===== src/spt_pkg.sv =====
// ----------------------------------------------------------------------------
// spt_pkg
// Types, codes and helper functions shared by the prefetch tracker files.
// ----------------------------------------------------------------------------
package spt_pkg;

  localparam int IdW   = 8;
  localparam int ConfW = 16;
  localparam int CntW  = 32;
  localparam int NetW  = 32;

  localparam int ExpertCount = 256;
  localparam logic [16:0] ExpertLimit = 17'(ExpertCount);

  localparam logic [ConfW-1:0] ThresholdReset = 16'd32768;

  typedef enum logic [1:0] {
    ACT_SPECULATE = 2'd0,
    ACT_CHECK     = 2'd1,
    ACT_ACCEPT    = 2'd2,
    ACT_ABORT     = 2'd3
  } action_e;

  typedef enum logic [1:0] {
    MODE_IDLE = 2'd0,
    MODE_SPEC = 2'd1,
    MODE_HIT  = 2'd2,
    MODE_MISS = 2'd3
  } mode_e;

  typedef enum logic [1:0] {
    ST_DONE     = 2'd0,
    ST_DECLINED = 2'd1,
    ST_REJECTED = 2'd2
  } status_e;

  typedef struct packed {
    action_e          action;
    logic [IdW-1:0]   first_id;
    logic             first_valid;
    logic [IdW-1:0]   second_id;
    logic             second_valid;
    logic [ConfW-1:0] confidence;
    logic             slot_index;
    logic [IdW-1:0]   actual_id;
    logic             actual_valid;
    logic             actual_last;
  } req_t;

  typedef struct packed {
    status_e                 status;
    mode_e                   mode;
    logic [CntW-1:0]         steal_count;
    logic [CntW-1:0]         hit_count;
    logic [CntW-1:0]         miss_count;
    logic [CntW-1:0]         abort_count;
    logic signed [NetW-1:0]  net_saved_ms;
    logic                    slot0_ready;
    logic                    slot1_ready;
  } rsp_t;

  function automatic logic id_ok(logic [IdW-1:0] id);
    return {9'd0, id} < ExpertLimit;
  endfunction

  function automatic logic [CntW-1:0] sat_inc(logic [CntW-1:0] value);
    return (&value) ? value : value + CntW'(1);
  endfunction

endpackage


===== src/spt_if.sv =====
// ----------------------------------------------------------------------------
// spt_if
// Valid/ready channels of the prefetch tracker: request, result and
// configuration write.
// ----------------------------------------------------------------------------
interface spt_req_if;
  logic        valid;
  logic        ready;
  logic [1:0]  action;
  logic [7:0]  first_id;
  logic        first_valid;
  logic [7:0]  second_id;
  logic        second_valid;
  logic [15:0] confidence;
  logic        slot_index;
  logic [7:0]  actual_id;
  logic        actual_valid;
  logic        actual_last;

  modport source (
    output valid, action, first_id, first_valid, second_id, second_valid,
           confidence, slot_index, actual_id, actual_valid, actual_last,
    input  ready
  );
  modport sink (
    input  valid, action, first_id, first_valid, second_id, second_valid,
           confidence, slot_index, actual_id, actual_valid, actual_last,
    output ready
  );
endinterface

interface spt_rsp_if;
  logic               valid;
  logic               ready;
  logic [1:0]         status;
  logic [1:0]         mode;
  logic [31:0]        steal_count;
  logic [31:0]        hit_count;
  logic [31:0]        miss_count;
  logic [31:0]        abort_count;
  logic signed [31:0] net_saved_ms;
  logic               slot0_ready;
  logic               slot1_ready;

  modport source (
    output valid, status, mode, steal_count, hit_count, miss_count, abort_count,
           net_saved_ms, slot0_ready, slot1_ready,
    input  ready
  );
  modport sink (
    input  valid, status, mode, steal_count, hit_count, miss_count, abort_count,
           net_saved_ms, slot0_ready, slot1_ready,
    output ready
  );
endinterface

interface spt_cfg_if;
  logic        valid;
  logic        ready;
  logic [15:0] data;

  modport source (output valid, data, input ready);
  modport sink (input valid, data, output ready);
endinterface


===== src/spt_in_stage.sv =====
// ----------------------------------------------------------------------------
// spt_in_stage
// Input register that captures one request per cycle, as long as the core
// takes the held one, and hands it to the tracker core.
// ----------------------------------------------------------------------------
module spt_in_stage
  import spt_pkg::*;
(
  input  logic       clk_i,
  input  logic       rst_ni,
  spt_req_if.sink    req_i,
  output logic       item_valid_o,
  output req_t       item_o,
  input  logic       item_take_i
);

  logic valid_q;
  req_t req_q;

  assign req_i.ready  = !valid_q || item_take_i;
  assign item_valid_o = valid_q;
  assign item_o       = req_q;

  always_ff @(posedge clk_i or negedge rst_ni) begin
    if (!rst_ni) begin
      valid_q <= 1'b0;
    end else if (req_i.valid && req_i.ready) begin
      valid_q <= 1'b1;
    end else if (item_take_i) begin
      valid_q <= 1'b0;
    end
  end

  always_ff @(posedge clk_i) begin
    if (req_i.valid && req_i.ready) begin
      req_q.action       <= action_e'(req_i.action);
      req_q.first_id     <= req_i.first_id;
      req_q.first_valid  <= req_i.first_valid;
      req_q.second_id    <= req_i.second_id;
      req_q.second_valid <= req_i.second_valid;
      req_q.confidence   <= req_i.confidence;
      req_q.slot_index   <= req_i.slot_index;
      req_q.actual_id    <= req_i.actual_id;
      req_q.actual_valid <= req_i.actual_valid;
      req_q.actual_last  <= req_i.actual_last;
    end
  end

endmodule


===== src/spt_core.sv =====
// ----------------------------------------------------------------------------
// spt_core
// Tracker state, combinational update for one request and the result
// register. Also holds the confidence threshold register.
// ----------------------------------------------------------------------------
module spt_core
  import spt_pkg::*;
(
  input  logic       clk_i,
  input  logic       rst_ni,
  input  logic       item_valid_i,
  input  req_t       item_i,
  output logic       item_take_o,
  spt_cfg_if.sink    cfg_i,
  spt_rsp_if.source  rsp_o
);

  logic [ConfW-1:0]        threshold_q;
  mode_e                   mode_q, mode_d;
  logic [IdW-1:0]          slot_id_q [2];
  logic [IdW-1:0]          slot_id_d [2];
  logic [1:0]              slot_valid_q, slot_valid_d;
  logic [1:0]              slot_ready_q, slot_ready_d;
  logic                    match_q, match_d;
  logic [CntW-1:0]         steal_q, steal_d;
  logic [CntW-1:0]         hit_q, hit_d;
  logic [CntW-1:0]         miss_q, miss_d;
  logic [CntW-1:0]         abort_q, abort_d;
  logic signed [NetW-1:0]  net_q, net_d;
  status_e                 status;
  logic                    out_valid_q;
  rsp_t                    rsp_q, rsp_d;
  logic                    hit_now;
  logic signed [NetW:0]    net_sum;

  assign item_take_o = item_valid_i && (!out_valid_q || rsp_o.ready);
  assign cfg_i.ready = 1'b1;

  always_comb begin
    mode_d       = mode_q;
    slot_id_d    = slot_id_q;
    slot_valid_d = slot_valid_q;
    slot_ready_d = slot_ready_q;
    match_d      = match_q;
    steal_d      = steal_q;
    hit_d        = hit_q;
    miss_d       = miss_q;
    abort_d      = abort_q;
    net_d        = net_q;
    status       = ST_DONE;
    hit_now      = item_i.actual_valid && id_ok(item_i.actual_id) &&
                   ((slot_valid_q[0] && slot_ready_q[0] &&
                     slot_id_q[0] == item_i.actual_id) ||
                    (slot_valid_q[1] && slot_ready_q[1] &&
                     slot_id_q[1] == item_i.actual_id));
    net_sum      = {net_q[NetW-1], net_q} +
                   ((match_q || hit_now) ? 33'sd3 : -33'sd2);

    case (item_i.action)
      ACT_SPECULATE: begin
        if (mode_q != MODE_IDLE) begin
          status = ST_REJECTED;
        end else if (!item_i.first_valid || !id_ok(item_i.first_id) ||
                     item_i.confidence < threshold_q) begin
          status = ST_DECLINED;
        end else begin
          slot_id_d[0]    = item_i.first_id;
          slot_valid_d[0] = 1'b1;
          if (item_i.second_valid && id_ok(item_i.second_id)) begin
            slot_id_d[1]    = item_i.second_id;
            slot_valid_d[1] = 1'b1;
          end else begin
            slot_id_d[1]    = '0;
            slot_valid_d[1] = 1'b0;
          end
          slot_ready_d = 2'b11;
          match_d      = 1'b0;
          steal_d      = sat_inc(steal_q);
          mode_d       = MODE_SPEC;
        end
      end
      ACT_CHECK: begin
        if (mode_q != MODE_SPEC) begin
          status = ST_REJECTED;
        end else begin
          match_d = match_q || hit_now;
          if (item_i.actual_last) begin
            if (match_q || hit_now) begin
              mode_d = MODE_HIT;
              hit_d  = sat_inc(hit_q);
            end else begin
              mode_d = MODE_MISS;
              miss_d = sat_inc(miss_q);
            end
            if (net_sum[NetW] != net_sum[NetW-1]) begin
              net_d = net_sum[NetW] ? {1'b1, {(NetW-1){1'b0}}}
                                    : {1'b0, {(NetW-1){1'b1}}};
            end else begin
              net_d = net_sum[NetW-1:0];
            end
            match_d = 1'b0;
          end
        end
      end
      ACT_ACCEPT: begin
        slot_ready_d[item_i.slot_index] = 1'b0;
        mode_d = MODE_IDLE;
      end
      ACT_ABORT: begin
        if (mode_q == MODE_SPEC) begin
          abort_d = sat_inc(abort_q);
        end
        slot_id_d[0] = '0;
        slot_id_d[1] = '0;
        slot_valid_d = 2'b00;
        slot_ready_d = 2'b00;
        match_d      = 1'b0;
        mode_d       = MODE_IDLE;
      end
      default: begin
        status = ST_REJECTED;
      end
    endcase

    rsp_d.status       = status;
    rsp_d.mode         = mode_d;
    rsp_d.steal_count  = steal_d;
    rsp_d.hit_count    = hit_d;
    rsp_d.miss_count   = miss_d;
    rsp_d.abort_count  = abort_d;
    rsp_d.net_saved_ms = net_d;
    rsp_d.slot0_ready  = slot_ready_d[0];
    rsp_d.slot1_ready  = slot_ready_d[1];
  end

  always_ff @(posedge clk_i or negedge rst_ni) begin
    if (!rst_ni) begin
      threshold_q  <= ThresholdReset;
      mode_q       <= MODE_IDLE;
      slot_id_q[0] <= '0;
      slot_id_q[1] <= '0;
      slot_valid_q <= 2'b00;
      slot_ready_q <= 2'b00;
      match_q      <= 1'b0;
      steal_q      <= '0;
      hit_q        <= '0;
      miss_q       <= '0;
      abort_q      <= '0;
      net_q        <= '0;
      out_valid_q  <= 1'b0;
    end else begin
      if (cfg_i.valid && cfg_i.ready) begin
        threshold_q <= cfg_i.data;
      end
      if (item_take_o) begin
        mode_q       <= mode_d;
        slot_id_q    <= slot_id_d;
        slot_valid_q <= slot_valid_d;
        slot_ready_q <= slot_ready_d;
        match_q      <= match_d;
        steal_q      <= steal_d;
        hit_q        <= hit_d;
        miss_q       <= miss_d;
        abort_q      <= abort_d;
        net_q        <= net_d;
        out_valid_q  <= 1'b1;
      end else if (rsp_o.ready) begin
        out_valid_q  <= 1'b0;
      end
    end
  end

  always_ff @(posedge clk_i) begin
    if (item_take_o) begin
      rsp_q <= rsp_d;
    end
  end

  assign rsp_o.valid        = out_valid_q;
  assign rsp_o.status       = rsp_q.status;
  assign rsp_o.mode         = rsp_q.mode;
  assign rsp_o.steal_count  = rsp_q.steal_count;
  assign rsp_o.hit_count    = rsp_q.hit_count;
  assign rsp_o.miss_count   = rsp_q.miss_count;
  assign rsp_o.abort_count  = rsp_q.abort_count;
  assign rsp_o.net_saved_ms = rsp_q.net_saved_ms;
  assign rsp_o.slot0_ready  = rsp_q.slot0_ready;
  assign rsp_o.slot1_ready  = rsp_q.slot1_ready;

  // While speculating, the first slot always holds a ready expert.
  a_spec_slot0 : assert property (@(posedge clk_i) disable iff (!rst_ni)
    mode_q == MODE_SPEC |-> slot_valid_q[0] && slot_ready_q[0])
    else $error("speculating without a valid first slot");

  a_steal_monotonic : assert property (@(posedge clk_i) disable iff (!rst_ni)
    1'b1 |=> steal_q >= $past(steal_q))
    else $error("steal counter decreased");

  a_abort_clears : assert property (@(posedge clk_i) disable iff (!rst_ni)
    item_take_o && item_i.action == ACT_ABORT |=>
      mode_q == MODE_IDLE && slot_ready_q == 2'b00 && slot_valid_q == 2'b00)
    else $error("abort left slots or mode set");

  a_last_check_decides : assert property (@(posedge clk_i) disable iff (!rst_ni)
    item_take_o && item_i.action == ACT_CHECK && mode_q == MODE_SPEC &&
      item_i.actual_last |=> mode_q == MODE_HIT || mode_q == MODE_MISS)
    else $error("final check did not decide hit or miss");

endmodule


===== src/speculative_prefetch_tracker_unit.sv =====
// ----------------------------------------------------------------------------
// speculative_prefetch_tracker_unit
// Tracks speculative prefetch of two predicted expert ids and keeps event
// counters and a saturating net-savings figure.
// ----------------------------------------------------------------------------
// The unit takes one request per clock cycle while results are taken, and
// returns exactly one result per request, held first in the input register
// and then in the result register. Each request is applied to the tracker
// state by a single pass of compare and counter logic, so a request sees the
// state left by the one accepted just before it. The threshold register is
// written through its own channel, which is always ready, and should only be
// changed while no request is in flight.
module speculative_prefetch_tracker_unit
  import spt_pkg::*;
(
  input  logic       clk_i,
  input  logic       rst_ni,
  spt_req_if.sink    req_i,
  spt_rsp_if.source  rsp_o,
  spt_cfg_if.sink    cfg_i
);

  logic item_valid;
  req_t item;
  logic item_take;

  spt_in_stage u_in_stage (
    .clk_i        (clk_i),
    .rst_ni       (rst_ni),
    .req_i        (req_i),
    .item_valid_o (item_valid),
    .item_o       (item),
    .item_take_i  (item_take)
  );

  spt_core u_core (
    .clk_i        (clk_i),
    .rst_ni       (rst_ni),
    .item_valid_i (item_valid),
    .item_i       (item),
    .item_take_o  (item_take),
    .cfg_i        (cfg_i),
    .rsp_o        (rsp_o)
  );

endmodule


===== src/flat_wrapper.sv =====
// flat-port wrapper written by rule: the top's interface ports become plain ports
module speculative_prefetch_tracker_unit_flat import spt_pkg::*;
  (clk_i, rst_ni, req_i_valid, req_i_action, req_i_first_id, req_i_first_valid, req_i_second_id, req_i_second_valid, req_i_confidence, req_i_slot_index, req_i_actual_id, req_i_actual_valid, req_i_actual_last, req_i_ready, rsp_o_valid, rsp_o_status, rsp_o_mode, rsp_o_steal_count, rsp_o_hit_count, rsp_o_miss_count, rsp_o_abort_count, rsp_o_net_saved_ms, rsp_o_slot0_ready, rsp_o_slot1_ready, rsp_o_ready, cfg_i_valid, cfg_i_data, cfg_i_ready);
  spt_req_if req_i_i ();
  spt_rsp_if rsp_o_i ();
  spt_cfg_if cfg_i_i ();
  input  logic clk_i;
  input  logic rst_ni;
  input wire logic [$bits(req_i_i.valid)-1:0] req_i_valid;
  input wire logic [$bits(req_i_i.action)-1:0] req_i_action;
  input wire logic [$bits(req_i_i.first_id)-1:0] req_i_first_id;
  input wire logic [$bits(req_i_i.first_valid)-1:0] req_i_first_valid;
  input wire logic [$bits(req_i_i.second_id)-1:0] req_i_second_id;
  input wire logic [$bits(req_i_i.second_valid)-1:0] req_i_second_valid;
  input wire logic [$bits(req_i_i.confidence)-1:0] req_i_confidence;
  input wire logic [$bits(req_i_i.slot_index)-1:0] req_i_slot_index;
  input wire logic [$bits(req_i_i.actual_id)-1:0] req_i_actual_id;
  input wire logic [$bits(req_i_i.actual_valid)-1:0] req_i_actual_valid;
  input wire logic [$bits(req_i_i.actual_last)-1:0] req_i_actual_last;
  output wire logic [$bits(req_i_i.ready)-1:0] req_i_ready;
  output wire logic [$bits(rsp_o_i.valid)-1:0] rsp_o_valid;
  output wire logic [$bits(rsp_o_i.status)-1:0] rsp_o_status;
  output wire logic [$bits(rsp_o_i.mode)-1:0] rsp_o_mode;
  output wire logic [$bits(rsp_o_i.steal_count)-1:0] rsp_o_steal_count;
  output wire logic [$bits(rsp_o_i.hit_count)-1:0] rsp_o_hit_count;
  output wire logic [$bits(rsp_o_i.miss_count)-1:0] rsp_o_miss_count;
  output wire logic [$bits(rsp_o_i.abort_count)-1:0] rsp_o_abort_count;
  output wire logic [$bits(rsp_o_i.net_saved_ms)-1:0] rsp_o_net_saved_ms;
  output wire logic [$bits(rsp_o_i.slot0_ready)-1:0] rsp_o_slot0_ready;
  output wire logic [$bits(rsp_o_i.slot1_ready)-1:0] rsp_o_slot1_ready;
  input wire logic [$bits(rsp_o_i.ready)-1:0] rsp_o_ready;
  input wire logic [$bits(cfg_i_i.valid)-1:0] cfg_i_valid;
  input wire logic [$bits(cfg_i_i.data)-1:0] cfg_i_data;
  output wire logic [$bits(cfg_i_i.ready)-1:0] cfg_i_ready;
  assign req_i_i.valid = req_i_valid;
  assign req_i_i.action = req_i_action;
  assign req_i_i.first_id = req_i_first_id;
  assign req_i_i.first_valid = req_i_first_valid;
  assign req_i_i.second_id = req_i_second_id;
  assign req_i_i.second_valid = req_i_second_valid;
  assign req_i_i.confidence = req_i_confidence;
  assign req_i_i.slot_index = req_i_slot_index;
  assign req_i_i.actual_id = req_i_actual_id;
  assign req_i_i.actual_valid = req_i_actual_valid;
  assign req_i_i.actual_last = req_i_actual_last;
  assign req_i_ready = req_i_i.ready;
  assign rsp_o_valid = rsp_o_i.valid;
  assign rsp_o_status = rsp_o_i.status;
  assign rsp_o_mode = rsp_o_i.mode;
  assign rsp_o_steal_count = rsp_o_i.steal_count;
  assign rsp_o_hit_count = rsp_o_i.hit_count;
  assign rsp_o_miss_count = rsp_o_i.miss_count;
  assign rsp_o_abort_count = rsp_o_i.abort_count;
  assign rsp_o_net_saved_ms = rsp_o_i.net_saved_ms;
  assign rsp_o_slot0_ready = rsp_o_i.slot0_ready;
  assign rsp_o_slot1_ready = rsp_o_i.slot1_ready;
  assign rsp_o_i.ready = rsp_o_ready;
  assign cfg_i_i.valid = cfg_i_valid;
  assign cfg_i_i.data = cfg_i_data;
  assign cfg_i_ready = cfg_i_i.ready;
  speculative_prefetch_tracker_unit u_core (.clk_i(clk_i), .rst_ni(rst_ni), .req_i(req_i_i), .rsp_o(rsp_o_i), .cfg_i(cfg_i_i));
endmodule

===== config.mk =====
export PLATFORM = sky130hd
export DESIGN_NAME = speculative_prefetch_tracker_unit_flat
export DESIGN_NICKNAME = d
export VERILOG_FILES = /design/src/spt_pkg.sv /design/src/spt_if.sv /design/src/spt_in_stage.sv /design/src/spt_core.sv /design/src/speculative_prefetch_tracker_unit.sv /design/src/flat_wrapper.sv
export SDC_FILE = /design/constraint.sdc
export NUM_CORES = 1
export LEC_CHECK = 0
export ABC_AREA = 1
export BUFFER_PORTS_ARGS = -buffer_cell sky130_fd_sc_hd__buf_2
export CAP_MARGIN = 0
export CORE_MARGIN = 4
export CORE_UTILIZATION = 50
export DETAILED_ROUTE_END_ITERATION = 12
export PLACE_DENSITY = 0.74
export SLEW_MARGIN = 10
export SYNTH_ARGS = -nofsm -noshare
export SYNTH_HDL_FRONTEND = slang
export SYNTH_SLANG_ARGS = --single-unit

===== constraint.sdc =====
create_clock -name clk_i -period 14.1 [get_ports clk_i]
set_clock_uncertainty 0.05 [all_clocks]
set_input_delay 2.115 -clock clk_i [delete_from_list [all_inputs] [get_ports clk_i]]
set_output_delay 2.115 -clock clk_i [all_outputs]
set_load 0.02 [all_outputs]

# --- Word level (Yosys, flattened, before mapping) ---
# Cells that the tools add are included.
word_totals:
  regBits: 414
  inputBits: 68
  out_inout_bits: 169
  wordCells: 138
classes:
  addsub: 5
  magnitude_cmp: 3
  eq_ne: 11
  n_mux: 55
  bitwise_logic: 2
  reduce_logical: 29
ops:
  columns: ["operator", "count"]
  rows:
  - ["$mux 32", 22]
  - ["$add 32x1->32 const B", 4]
  - ["$reduce_and 32->1", 4]
  - ["$add 33x33->33", 1]
  - ["$mux 33", 1]
  - ["$mux 16", 2]
  - ["$pmux 16 s2", 1]
  - ["$mux 2", 10]
  - ["$eq 8x8->1", 2]
  - ["$lt 16x16->1", 1]
  - ["$mux 1", 12]
  - ["$pmux 2 s3", 2]
  - ["$logic_and 1x1->1", 8]
  - ["$mux 8", 1]
  - ["$pmux 2 s2", 2]
  - ["$reduce_bool 2->1", 4]
  - ["$ne 2x2->1 const B", 3]
  - ["$logic_or 1x1->1", 5]
  - ["$reduce_and 5->1", 1]
  - ["$eq 2x1->1 const B", 2]
  - ["$eq 2x2->1 const B", 2]
  - ["$reduce_and 4->1", 1]
  - ["$logic_not 1->1", 3]
  - ["$pmux 1 s3", 1]
  - ["10 further kinds", 10]

# --- Depth between registers and ports, before layout ---
# Gate-level depths: netlist of the first run.
logic_depth:
  ltp_word: 12
  depth_mapped: 31
  mapped_depth_nobuf: 28

# --- Modules after synthesis ---
# A second synthesis of the first run with hierarchy kept.
hier_totals:
  cells_unflattened: 2471
  hier_area_um2: 21509.4
modules_own_cells:
  columns: ["module", "instances", "cells_each", "area_per_inst_um2", "seq_area_each_um2"]
  rows:
  - ["spt_core", 1, 2418, 20053.0, 9990.8]
  - ["spt_in_stage", 1, 53, 1456.4, 1436.4]

# --- Least setup slack after synthesis of the first run ---
# OpenSTA, ideal clock, no wires.
synth_timing:
  kind: "input to register"
  start: "input rsp_o_ready"
  end: "register u_core.u_core.rsp_q, in the netlist u_core.u_core.rsp_o.abort_count[0], enable pin"
  setup_time_ns: 0.595
  arrival_ns: 7.354
  required_time_ns: 13.455
  setup_slack_ns: 6.100
  path_stages: 6
  path_buffers: 2
  path_cell_list: "inv_1 nand2_1 nand2_1 inv_1 clkbuf_1 clkbuf_1"
synth_between:
  elab_chain_len: 2
synth_lines:
  columns: ["item", "line_no", "rtl"]
  rows:
  - ["start: declaration", "flat_wrapper.sv:31", "input wire logic [$bits(rsp_o_i.ready)-1:0] rsp_o_ready;"]
  - ["$logic_or 1x1->1", "spt_core.sv:36", "assign item_take_o = item_valid_i && (!out_valid_q || rsp_o.ready);"]
  - ["$logic_and 1x1->1", "spt_core.sv:36", null]
  - ["via u_core.item_take", "speculative_prefetch_tracker_unit.sv:25", "logic item_take;"]
  - ["end signal: assignment", "spt_core.sv:175", "rsp_q <= rsp_d;"]
  - ["end: declaration", "spt_core.sv:32", "rsp_t rsp_q, rsp_d;"]
# The timed path passes the listed nets, and every way through them passes these cells.
# A chain may end at the register's enable or synchronous reset.

# --- Worst setup path after layout of the first run ---
layout_timing:
  start: "input rsp_o_ready"
  end: "output req_i_ready"
layout_between:
  elab_chain_len: 3
layout_lines:
  columns: ["item", "line_no", "rtl"]
  rows:
  - ["$logic_or 1x1->1", "spt_core.sv:36", null]
  - ["$logic_and 1x1->1", "spt_core.sv:36", null]
  - ["$logic_or 1x1->1", "spt_in_stage.sv:20", "assign req_i.ready = !valid_q || item_take_i;"]
  - ["end: declaration", "flat_wrapper.sv:20", "output wire logic [$bits(req_i_i.ready)-1:0] req_i_ready;"]
# No other way between the ends.

==> flow_summary.toml, run 1 <==
[outcome]
status = "finished, final reports clean"

[power]
p_int_mw = 2.812
vdd.ir_drop.worst_uv = 109.1
p_clk_share_pct = 26.5
totalPowerFinal_mw = 4.572
seqPwrFrac_pct = 37.9
p_switching_mw = 1.760
power.density_nw_per_um2 = 185.6
swShare_pct = 38.49
power.leakage_nw = 11.47
power_frac_comb_pct = 35.6

[global_route]
met1_usage_pct = 30.91
grt_pass1_wl_microns = 85080
grt_pass1_vias = 16840
grt_overflow_total = 0
grtUsageTotal_pct = 22.28
grt_max_degree = 225
grt_util_met2_pct = 35.82
grt.busiest_layer = "met2"
antenna_found_initial = 2
met3_usage_pct = 4.096

[synth]
synth_top_area_share_pct = 29.79
yosys.area.top_type = "edfxtp_1"
synth.ff_latch_count = 414
synth.distinct_cells = 56
ys.flop_type = "edfxtp_1"
synth-seq-area-share_pct = 53.22
syn-mean-instance-area_sq_um = 8.721
synthArstFlopShare_pct = 48.55
syn_area_sq_um = 21470
synthTopCellsByArea = "edfxtp_1, dfrtp_1, nand2_1, inv_1, o21ai_0"
synth-edff-count = 213
yosys_warnings = 0
syn_inst = 2462
syn-num-nets = 2581

[floorplanning]
initial_core_util_pct = 50.84
die_w_microns = 215.2
fp.dieH_microns = 215.2
ios = 237
die_area_sq_um = 46320
rows = 75
coreArea_sq_um = 42230

[placement]
place.gp.congestion = 0.9080
place_area_sq_um = 23100
port_buffers = 235
place_ws_ns = 9.178
dp_hpwl_microns = 37430
numPlacedInstances = 3177

[clocking]
cts_buffers = 44
clockRootBuffer = "clkbuf_16"
numClockSinks = 414
cts_htree_levels = 2
insertion_delay_ns = 0.57
cts_tree = "done"
clk_pin_slew_ns = 0.06
post_cts_buffers = 0
postCtsResizedCells = 0
clk_path_buf_depth = 3
hold_buffers = 0

[setup_path]
crit_path_max_incr_delay_ns = 0.18
crit_path_end_kind = "output port"
path_class = "input pin to output port"
startpoint_type = "input pin"
critPathBufInv = 3
cp_common_cell = "buf_2"
crit_arrival_ns = 2.55
crit_path_top_delay_cell = "buf_2"
path_max_fanout = 3
worstPathCellList = "buf_2, inv_1, nand3_1, buf_2"
required_ns = 11.94
crit_family = "buffers and inverters"

[sta]
hold_viol = 0
rsz0062_at_grt = "false"
relSlewSlack_pct = 28.62
fin_setup_tns_ns = 0
finalCritPeriodShare_pct = 33.42
setup_viol = 0
holdWs_ns = 0.4011
tightest_slew_ns = 1.068
fmax_mhz = 212.2
fin_crit_ns = 4.712
maxSlewViolCount = 0
fin_ws_ns = 9.388

[route]
num_vias = 17170
drc_errors = 0
antenna_left = 0
detail_route.wl_per_cell_microns = 16.10
drt_iter0_markers = 1383
drt_first_pass_iters = 6
wl_microns = 52470
viasPerCell = 5.268

[final_layout]
drive_gt1_share_pct = 14.89
synthToLayoutAreaGrowth_pct = 14.71
final_area_sq_um = 24630
final-seq-area_sq_um = 11430
fillers = 3644
final-instance-count-excl-fill = 3259
multiInputGateArea_sq_um = 8803
nets = 2803
utilization_pct = 58.32
antenna_cells = 0

[worst_hold_path]
min_path_type = "flop to flop"

[flow_run]
maxCapViolations = 0
-- final cells by class --
type,instances,share of cell area [%]
Sequential cell,414,46.40
Multi-Input combinational cell,1731,35.74
Timing Repair Buffer,240,5.014
Clock buffer,55,4.974
Inverter,253,3.902
Tap cell,539,2.738
Clock inverter,27,1.229
-- placed cells by master, fill, tap and decap left out, drive strengths merged, types with 2 or more instances in the layout --
cell	synthesis	layout
nand2	786	786
o21ai	183	183
ha	51	51
a31oi	2	2
nor4	13	13
or2	30	30
a21boi	29	29
a21oi	58	58
clkbuf	39	56
and2	19	19
bufinv	0	6
clkinv	1	21
nand3b	13	13
o21bai	6	6
nand3	153	153
o211ai	2	2
edfxtp	213	213
nand4	42	42
xnor2	17	17
buf	25	239
xor2	92	92
nor3	50	50
nor2	170	170
inv	252	252
dfrtp	200	200
o21a	7	7
-- synthesized netlist by cell type, drive strengths merged, types with 17 or more instances --
| cell | n |
|---|---|
| nand2 | 786 |
| inv | 252 |
| edfxtp | 213 |
| dfrtp | 200 |
| o21ai | 183 |
| nor2 | 170 |
| nand3 | 153 |
| xor2 | 92 |
| a21oi | 58 |
| ha | 51 |
| nor3 | 50 |
| nand4 | 42 |
| clkbuf | 39 |
| or2 | 30 |
| a21boi | 29 |
| buf | 25 |
| and2 | 19 |
| xnor2 | 17 |
-- path summary, 6_finish.rpt --
| kind | from | to | slack [ns] | cells after the start |
|---|---|---|---|---|
| worst max-delay path | rsp_o_ready | req_i_ready | 9.39 | 4 |
| worst min register to register | u_core.u_in_stage.item_o[37] | u_core.u_core.slot_id_q[8] | 0.40 | 2 |
| worst max register to register | u_core.u_in_stage.item_o[6] | u_core.u_core.rsp_o.net_saved_ms[28] | 9.41 | 22 |
| worst min-delay path | u_core.u_in_stage.item_o[37] | u_core.u_core.slot_id_q[8] | 0.40 | 2 |
| min in group asynchronous | rst_ni | u_core.u_core.abort_q[2] | 1.56 | 1 |
| max in group asynchronous | rst_ni | u_core.u_core.net_q[28] | 11.05 | 2 |
-- state kept, by name (all words and copies together), names as in the netlist, 2 cells and up --
name and flops:
u_core.u_in_stage.item_o 47, u_core.u_core.abort_q 32, u_core.u_core.hit_q 32, u_core.u_core.miss_q 32, u_core.u_core.net_q 32, u_core.u_core.rsp_o.abort_count 32
u_core.u_core.rsp_o.hit_count 32, u_core.u_core.rsp_o.miss_count 32, u_core.u_core.rsp_o.net_saved_ms 32, u_core.u_core.rsp_o.steal_count 32, u_core.u_core.steal_q 32, u_core.u_core.slot_id_q 16
u_core.u_core.threshold_q 16, u_core.u_core.mode_q 2, u_core.u_core.rsp_o.mode 2, u_core.u_core.rsp_o.status 2, u_core.u_core.slot_ready_q 2, u_core.u_core.slot_valid_q 2
-- layer usage --
metal  routed length, microns  share of wire, %
met3                     3201               6.1
met4                     1517               2.9
met1                    23910                46
met2                    23840                45
met5                        7             0.013
-- power by group through the flow --
stage / Combinational (mW) / Clock (mW) / Sequential [mW]
2_1_floorplan: 1.09 / 0 / 1.83
3_3_place_gp: 1.59 / 0 / 1.74
3_5_place_dp: 1.62 / 0 / 1.75
4_1_cts: 1.63 / 1.24 / 1.73
5_1_grt: 1.84 / 1.30 / 1.76
6_report: 1.63 / 1.21 / 1.73
-- kinds of logic after synthesis --
group	count (synthesis)	share of synthesized area, %
simple gates	1279	26.07
xor+xnor	109	4.446
fa+ha+maj	51	2.972
other cells	1	0.01747
compound gates	291	7.459
buf+inv	317	5.810
flops	414	53.22
-- tightest hold or removal path: stages (launching register included) --
cell and delay [ns]:
edfxtp_1 0.32, nand2_1 0.05, nand2_1 0.04
No activity file was read; power rests on OpenSTA's default activity.
==> run 2, diff against run 1 <==
Settings changed: PLACE_DENSITY 0.74 to 0.76.
Clock period 14.1 ns to 3.9 ns, I/O delays scaled along.
==> run 2 against run 1 <==
Compared with the run above: total power rose to 3.7 times the previous value; clock power rose to 3.7 times the previous value; core utilization is 0.63 points higher; final area is 1.1% higher; setup slack got worse by 9.1 ns; global-route usage grew 0.58 points; non-clock buffer count is 14 higher; largest cell class unchanged; largest power group unchanged.
==> flow_summary.toml, run 2 (synthesis results as in run 1) <==
[outcome]
status = "finished, final reports clean"

[setup_path]
crit_path_top_delay_cell = "edfxtp_1"
crit_arrival_ns = 3.86
crit_family = "simple AND/OR/NAND/NOR gates"
required_ns = 4.15
crit-reg2reg-capture = "u_core.u_core.rsp_o.net_saved_ms[15]"
crit_end = "u_core.u_core.rsp_o.net_saved_ms[15]"
reg2reg_depth = 24
path_class = "flop to flop"
reg2reg_from = "u_core.u_in_stage.item_o[6]"
crit_path_max_incr_delay_ns = 0.41
worstPathCellList = "inv_1, nand2_1, nand2_1, inv_1, nand2_1, nor2_1, nand3_1, nand2_2, a21oi_4, buf_6, ha_1, a21oi_1, o21ai_0, a21oi_1, nand2_2, nand2_2, nand2_2, nand2_2, nand2_2, nand2_4, nand2_2, inv_2, buf_12, a21boi_0"
r2r_setup_slack_ns = 0.30
startpoint_type = "flop"
critPathBufInv = 5
crit_path_end_kind = "flop"
path_max_fanout = 29
cp_common_cell = "nand2_2"
startpoint = "u_core.u_in_stage.item_o[6]"
crit_cells = 24

[global_route]
grt_pass1_wl_microns = 87000
grt_max_degree = 101
grt_pass1_vias = 16750
grt_overflow_total = 0
antenna_found_initial = 4
grtUsageTotal_pct = 22.86

[route]
antenna_left = 0
detail_route.wl_per_cell_microns = 16.61
drc_errors = 0
met3_length_microns = 3229
wl_met1_microns = 24630
dr.max_layer_used = "met4"
wl_microns = 54400
drt_first_pass_iters = 6
dr_wl_met2_microns = 25090
num_vias = 17310
viasPerCell = 5.286
drt_iter0_markers = 1257

[floorplanning]
ios = 237
fp.dieH_microns = 215.2
rows = 75
die_area_sq_um = 46320
initial_core_util_pct = 50.84
coreArea_sq_um = 42230
die_w_microns = 215.2

[final_layout]
drive_gt1_share_pct = 15.47
largest_reg_flops = 47
utilization_pct = 58.95
layout.cells.most_common = "nand2_1"
final_cell_mix = "nand2_1, inv_1, buf_2"
nets = 2817
synthToLayoutAreaGrowth_pct = 15.94

[clocking]
clk_pin_slew_ns = 0.06
clk_path_buf_depth = 3
clockRootBuffer = "clkbuf_16"
cts_buffers = 44
post_cts_buffers = 0
cts_tree = "done"
numClockSinks = 414
cts_htree_levels = 2
insertion_delay_ns = 0.58

[placement]
place_ws_ns = 0.2101
place.gp.congestion = 0.9356
dp_hpwl_microns = 39320
port_buffers = 235

[power]
vdd.ir_drop.worst_uv = 429.9
totalPowerFinal_mw = 16.96
power.leakage_nw = 11.58
power.density_nw_per_um2 = 681.4

[sta]
relSlewSlack_pct = 28.45
fin_ws_ns = 0.2978
maxSlewViolCount = 0
finalCritPeriodShare_pct = 92.36
fin_setup_tns_ns = 0
fmax_mhz = 277.6
fin_crit_ns = 3.602
tightest_slew_ns = 1.073
hold_viol = 0
setup_viol = 0

[flow_run]
maxCapViolations = 0

[worst_hold_path]
min_path_type = "input pin to flop"
-- run 2: changes by cell type in the layout (fill, tap and decap cells not counted), sizes merged, moves of 2 or more --
cell    previous run  this run
buf              239       251
bufinv             6         8
clkbuf            56        61
clkinv            21        13
-- run 2: metal layers --
layer | up-vias | track usage, %
met5 | - | 0
met4 | 0 | 6.356
met3 | 94 | 4.322
met2 | 507 | 37.03
met1 | 8144 | 31.81
li1 | 8562 | -
-- run 2: cell type report --
cell class / instances / area (sq um)
timing repair buffer: 254 / 1426
multi-input combinational: 1731 / 8827
clock inverter: 23 / 334.1
sequential: 414 / 11430
tap: 539 / 674.4
antenna: 1 / 2.502
clock buffer: 59 / 1240
fill: 3687 / 17340
inverter: 253 / 960.9
-- run 2: worst min-delay path by stage --
stage	from	end	slack [ns]	cells after the start
floorplan	rst_ni	u_core.u_core.abort_q[0]	0.24	0
global placement	u_core.u_in_stage.item_o[43]	u_core.u_core.slot_id_q[14]	0.38	2
detailed placement	u_core.u_in_stage.item_o[37]	u_core.u_core.slot_id_q[8]	0.39	2
CTS	req_i_second_id[6]	u_core.u_in_stage.item_o[34]	0.11	1
global route	req_i_first_id[0]	u_core.u_in_stage.item_o[37]	0.12	1
finish	req_i_second_id[6]	u_core.u_in_stage.item_o[34]	0.14	1
-- run 2: what timing repair did --
item                                    CTS  global route
hold buffers                              1             0
gates resized for setup                   0             8
endpoints found under the setup margin    0            58
endpoints found under the hold margin    35             0
-- run 2: metrics by stage --
stage	instances	cell area (sq um)	hold slack, ns
detailed placement	3189	23250	0.3916
global placement	3189	23250	0.3760
CTS	3272	24840	0.1116
floorplan	2462	21470	0.2394
finish	3274	24890	0.1401
global route	3273	24890	0.1156
-- run 2: where the power goes --
part           switching [mW]  internal, mW  total, mW
clock network            1.76          2.77       4.53
registers               0.608          5.65       6.25
logic                    4.19          1.98       6.17
-- run 2: worst register-to-register path, cell delays in order, from the launching register on --
cell	delay (ns)
edfxtp_1	0.41
inv_1	0.10
nand2_1	0.09
nand2_1	0.10
inv_1	0.04
nand2_1	0.05
nor2_1	0.04
nand3_1	0.07
nand2_2	0.10
a21oi_4	0.16
buf_6	0.22
ha_1	0.31
a21oi_1	0.22
o21ai_0	0.19
a21oi_1	0.18
nand2_2	0.12
nand2_2	0.10
nand2_2	0.06
nand2_2	0.06
nand2_2	0.07
nand2_4	0.11
nand2_2	0.07
inv_2	0.15
buf_12	0.19
a21boi_0	0.13
==> run 3, diff against run 2 <==
Settings changed: BUFFER_PORTS_ARGS -buffer_cell sky130_fd_sc_hd__buf_2 to -buffer_cell sky130_fd_sc_hd__buf_4.
==> run 3 against run 2 <==
Compared with the run above: die area stayed put; final area is 1.7% higher; sequential power hardly changed; setup slack better by 0.017 ns; clock-buffer cell count is 4 higher; fmax is 0.46% higher; combinational power is 3.4% higher; final cell count hardly changed; wire length is 0.18% lower; sequential share of layout area is 0.77 points lower; global-route usage is 0.24 points higher; worst hold slack better by 0.0053 ns; critical path type unchanged.
==> flow_summary.toml, run 3 (synthesis results as in run 1) <==
[setup_path]
worstPathCellList = "inv_1, nand2_1, nand2_1, inv_1, nand2_1, nor2_1, nand3_1, nand2_1, a21oi_4, buf_12, ha_1, a21oi_1, o21ai_0, a21oi_1, nand2_2, nand2_2, nand2_1, nand2_1, nand2_2, nand2_4, nand2_2, inv_2, buf_12, a21boi_0"
crit_path_top_delay_cell = "edfxtp_1"
cp_common_cell = "nand2_1"
startpoint_type = "flop"
crit_path_end_kind = "flop"
startpoint = "u_core.u_in_stage.item_o[6]"
reg2reg_from = "u_core.u_in_stage.item_o[6]"
crit_path_max_incr_delay_ns = 0.42
crit_arrival_ns = 3.82
required_ns = 4.14
path_class = "flop to flop"
path_max_fanout = 34

[clocking]
cts_htree_levels = 2
clk_pin_slew_ns = 0.06
clockRootBuffer = "clkbuf_16"
insertion_delay_ns = 0.57
numClockSinks = 414
cts_buffers = 43
post_cts_buffers = 0
cts_tree = "done"
clk_path_buf_depth = 3

[global_route]
grt_overflow_total = 0
grt_max_degree = 99
grt_pass1_vias = 17260
grt_pass1_wl_microns = 88180
grtUsageTotal_pct = 23.10
antenna_found_initial = 1

[final_layout]
antenna_cells = 0
nets = 2817
synthToLayoutAreaGrowth_pct = 17.93
drive_gt1_share_pct = 15.23
final-instance-count-excl-fill = 3271
largest_reg_flops = 47
layout.cells.most_common = "nand2_1"
final_cell_mix = "nand2_1, buf_4, inv_1"

[route]
antenna_left = 0
viasPerCell = 5.334
num_vias = 17450
drc_errors = 0
detail_route.wl_per_cell_microns = 16.60
drt_iter0_markers = 1450
drt_first_pass_iters = 5
wl_microns = 54300

[placement]
port_buffers = 235
numPlacedInstances = 3191
dp_hpwl_microns = 39400
place.gp.congestion = 0.9275

[worst_hold_path]
min_from = "req_i_actual_id[3]"
min_path_type = "input pin to flop"

[floorplanning]
rows = 75
ios = 237
die_w_microns = 215.2
die_area_sq_um = 46320
coreArea_sq_um = 42230
initial_core_util_pct = 50.84
fp.dieH_microns = 215.2

[sta]
relSlewSlack_pct = 29.72
tightest_slew_ns = 1.054
hold_viol = 0
fin_crit_ns = 3.586
holdWs_ns = 0.1454
maxSlewViolCount = 0
finalCritPeriodShare_pct = 91.94
fmax_mhz = 278.9
setup_viol = 0

[power]
power.density_nw_per_um2 = 662.9
power.leakage_nw = 11.69
vdd.ir_drop.worst_uv = 394.0

[flow_run]
maxCapViolations = 0

[outcome]
status = "finished, final reports clean"
==> run 3: changes by cell type in the layout (fill, tap and decap cells not counted), sizes merged <==
cell      change
diode         -1
bufinv        -5
clkbuf        +3
clkinvlp      -2
buf           +2
==> run 3: worst max-delay path, delay by kind of cell (launching register included) <==
kind / cells / cell delay [ns]
adders and majority gates: 1 / 0.31
buffers and inverters: 5 / 0.64
and+or+nand+nor: 13 / 0.96
AOI/OAI and AO/OA: 5 / 0.91
DFF: 1 / 0.42
==> run 3: per-stage QoR <==
stage	total power [mW]	setup WS, ns	TNS, ns	cell area, sq um	utilization (%)
6_report	16.78	0.3144	0	25320	59.96
5_1_grt	17.87	-0.01690	-0.02061	25320	59.96
2_1_floorplan	10.52	0.02404	0	21470	-
3_3_place_gp	12.54	0.3466	0	23870	56.52
3_5_place_dp	12.62	0.2630	0	23870	56.52
4_1_cts	16.82	0.2377	0	25290	59.89
==> run 3: routing by layer <==
layer	routed length, microns	GRT usage, %
met4	1345	6.292
met1	24640	31.90
met3	3706	5.254
met5	8	0
met2	24600	37.09
==> run 3: what timing repair did <==
| action | 4_1_cts | 5_1_grt |
|---|---|---|
| hold buffers | 1 | 0 |
| endpoints found under the hold margin | 34 | 0 |
| gates resized for setup | 0 | 9 |
| endpoints found under the setup margin | 0 | 29 |
==> run 3: cell type report <==
cell class,instances,area [sq um]
fill,3595,16910
sequential,414,11430
multi-input combinational,1731,8825
timing repair buffer,255,2018
clock buffer,63,1244
inverter,253,960.9
tap,539,674.4
clock inverter,16,170.2
==> run 3: worst paths after layout <==
check | to | slack [ns] | depth (start not counted)
min in group asynchronous | u_core.u_core.abort_q[8] | 0.56 | 2
max in group asynchronous | u_core.u_core.hit_q[16] | 2.29 | 3
min | u_core.u_in_stage.item_o[5] | 0.15 | 1
min reg2reg | u_core.u_core.slot_id_q[8] | 0.41 | 2
max | u_core.u_core.rsp_o.net_saved_ms[27] | 0.31 | 24
max reg2reg | u_core.u_core.rsp_o.net_saved_ms[27] | 0.31 | 24
==> run 3: report_power, final <==
| group | total (mW) | switching (mW) | internal (mW) |
|---|---|---|---|
| registers | 6.26 | 0.614 | 5.65 |
| clock network | 4.14 | 1.72 | 2.42 |
| logic | 6.38 | 4.18 | 2.20 |
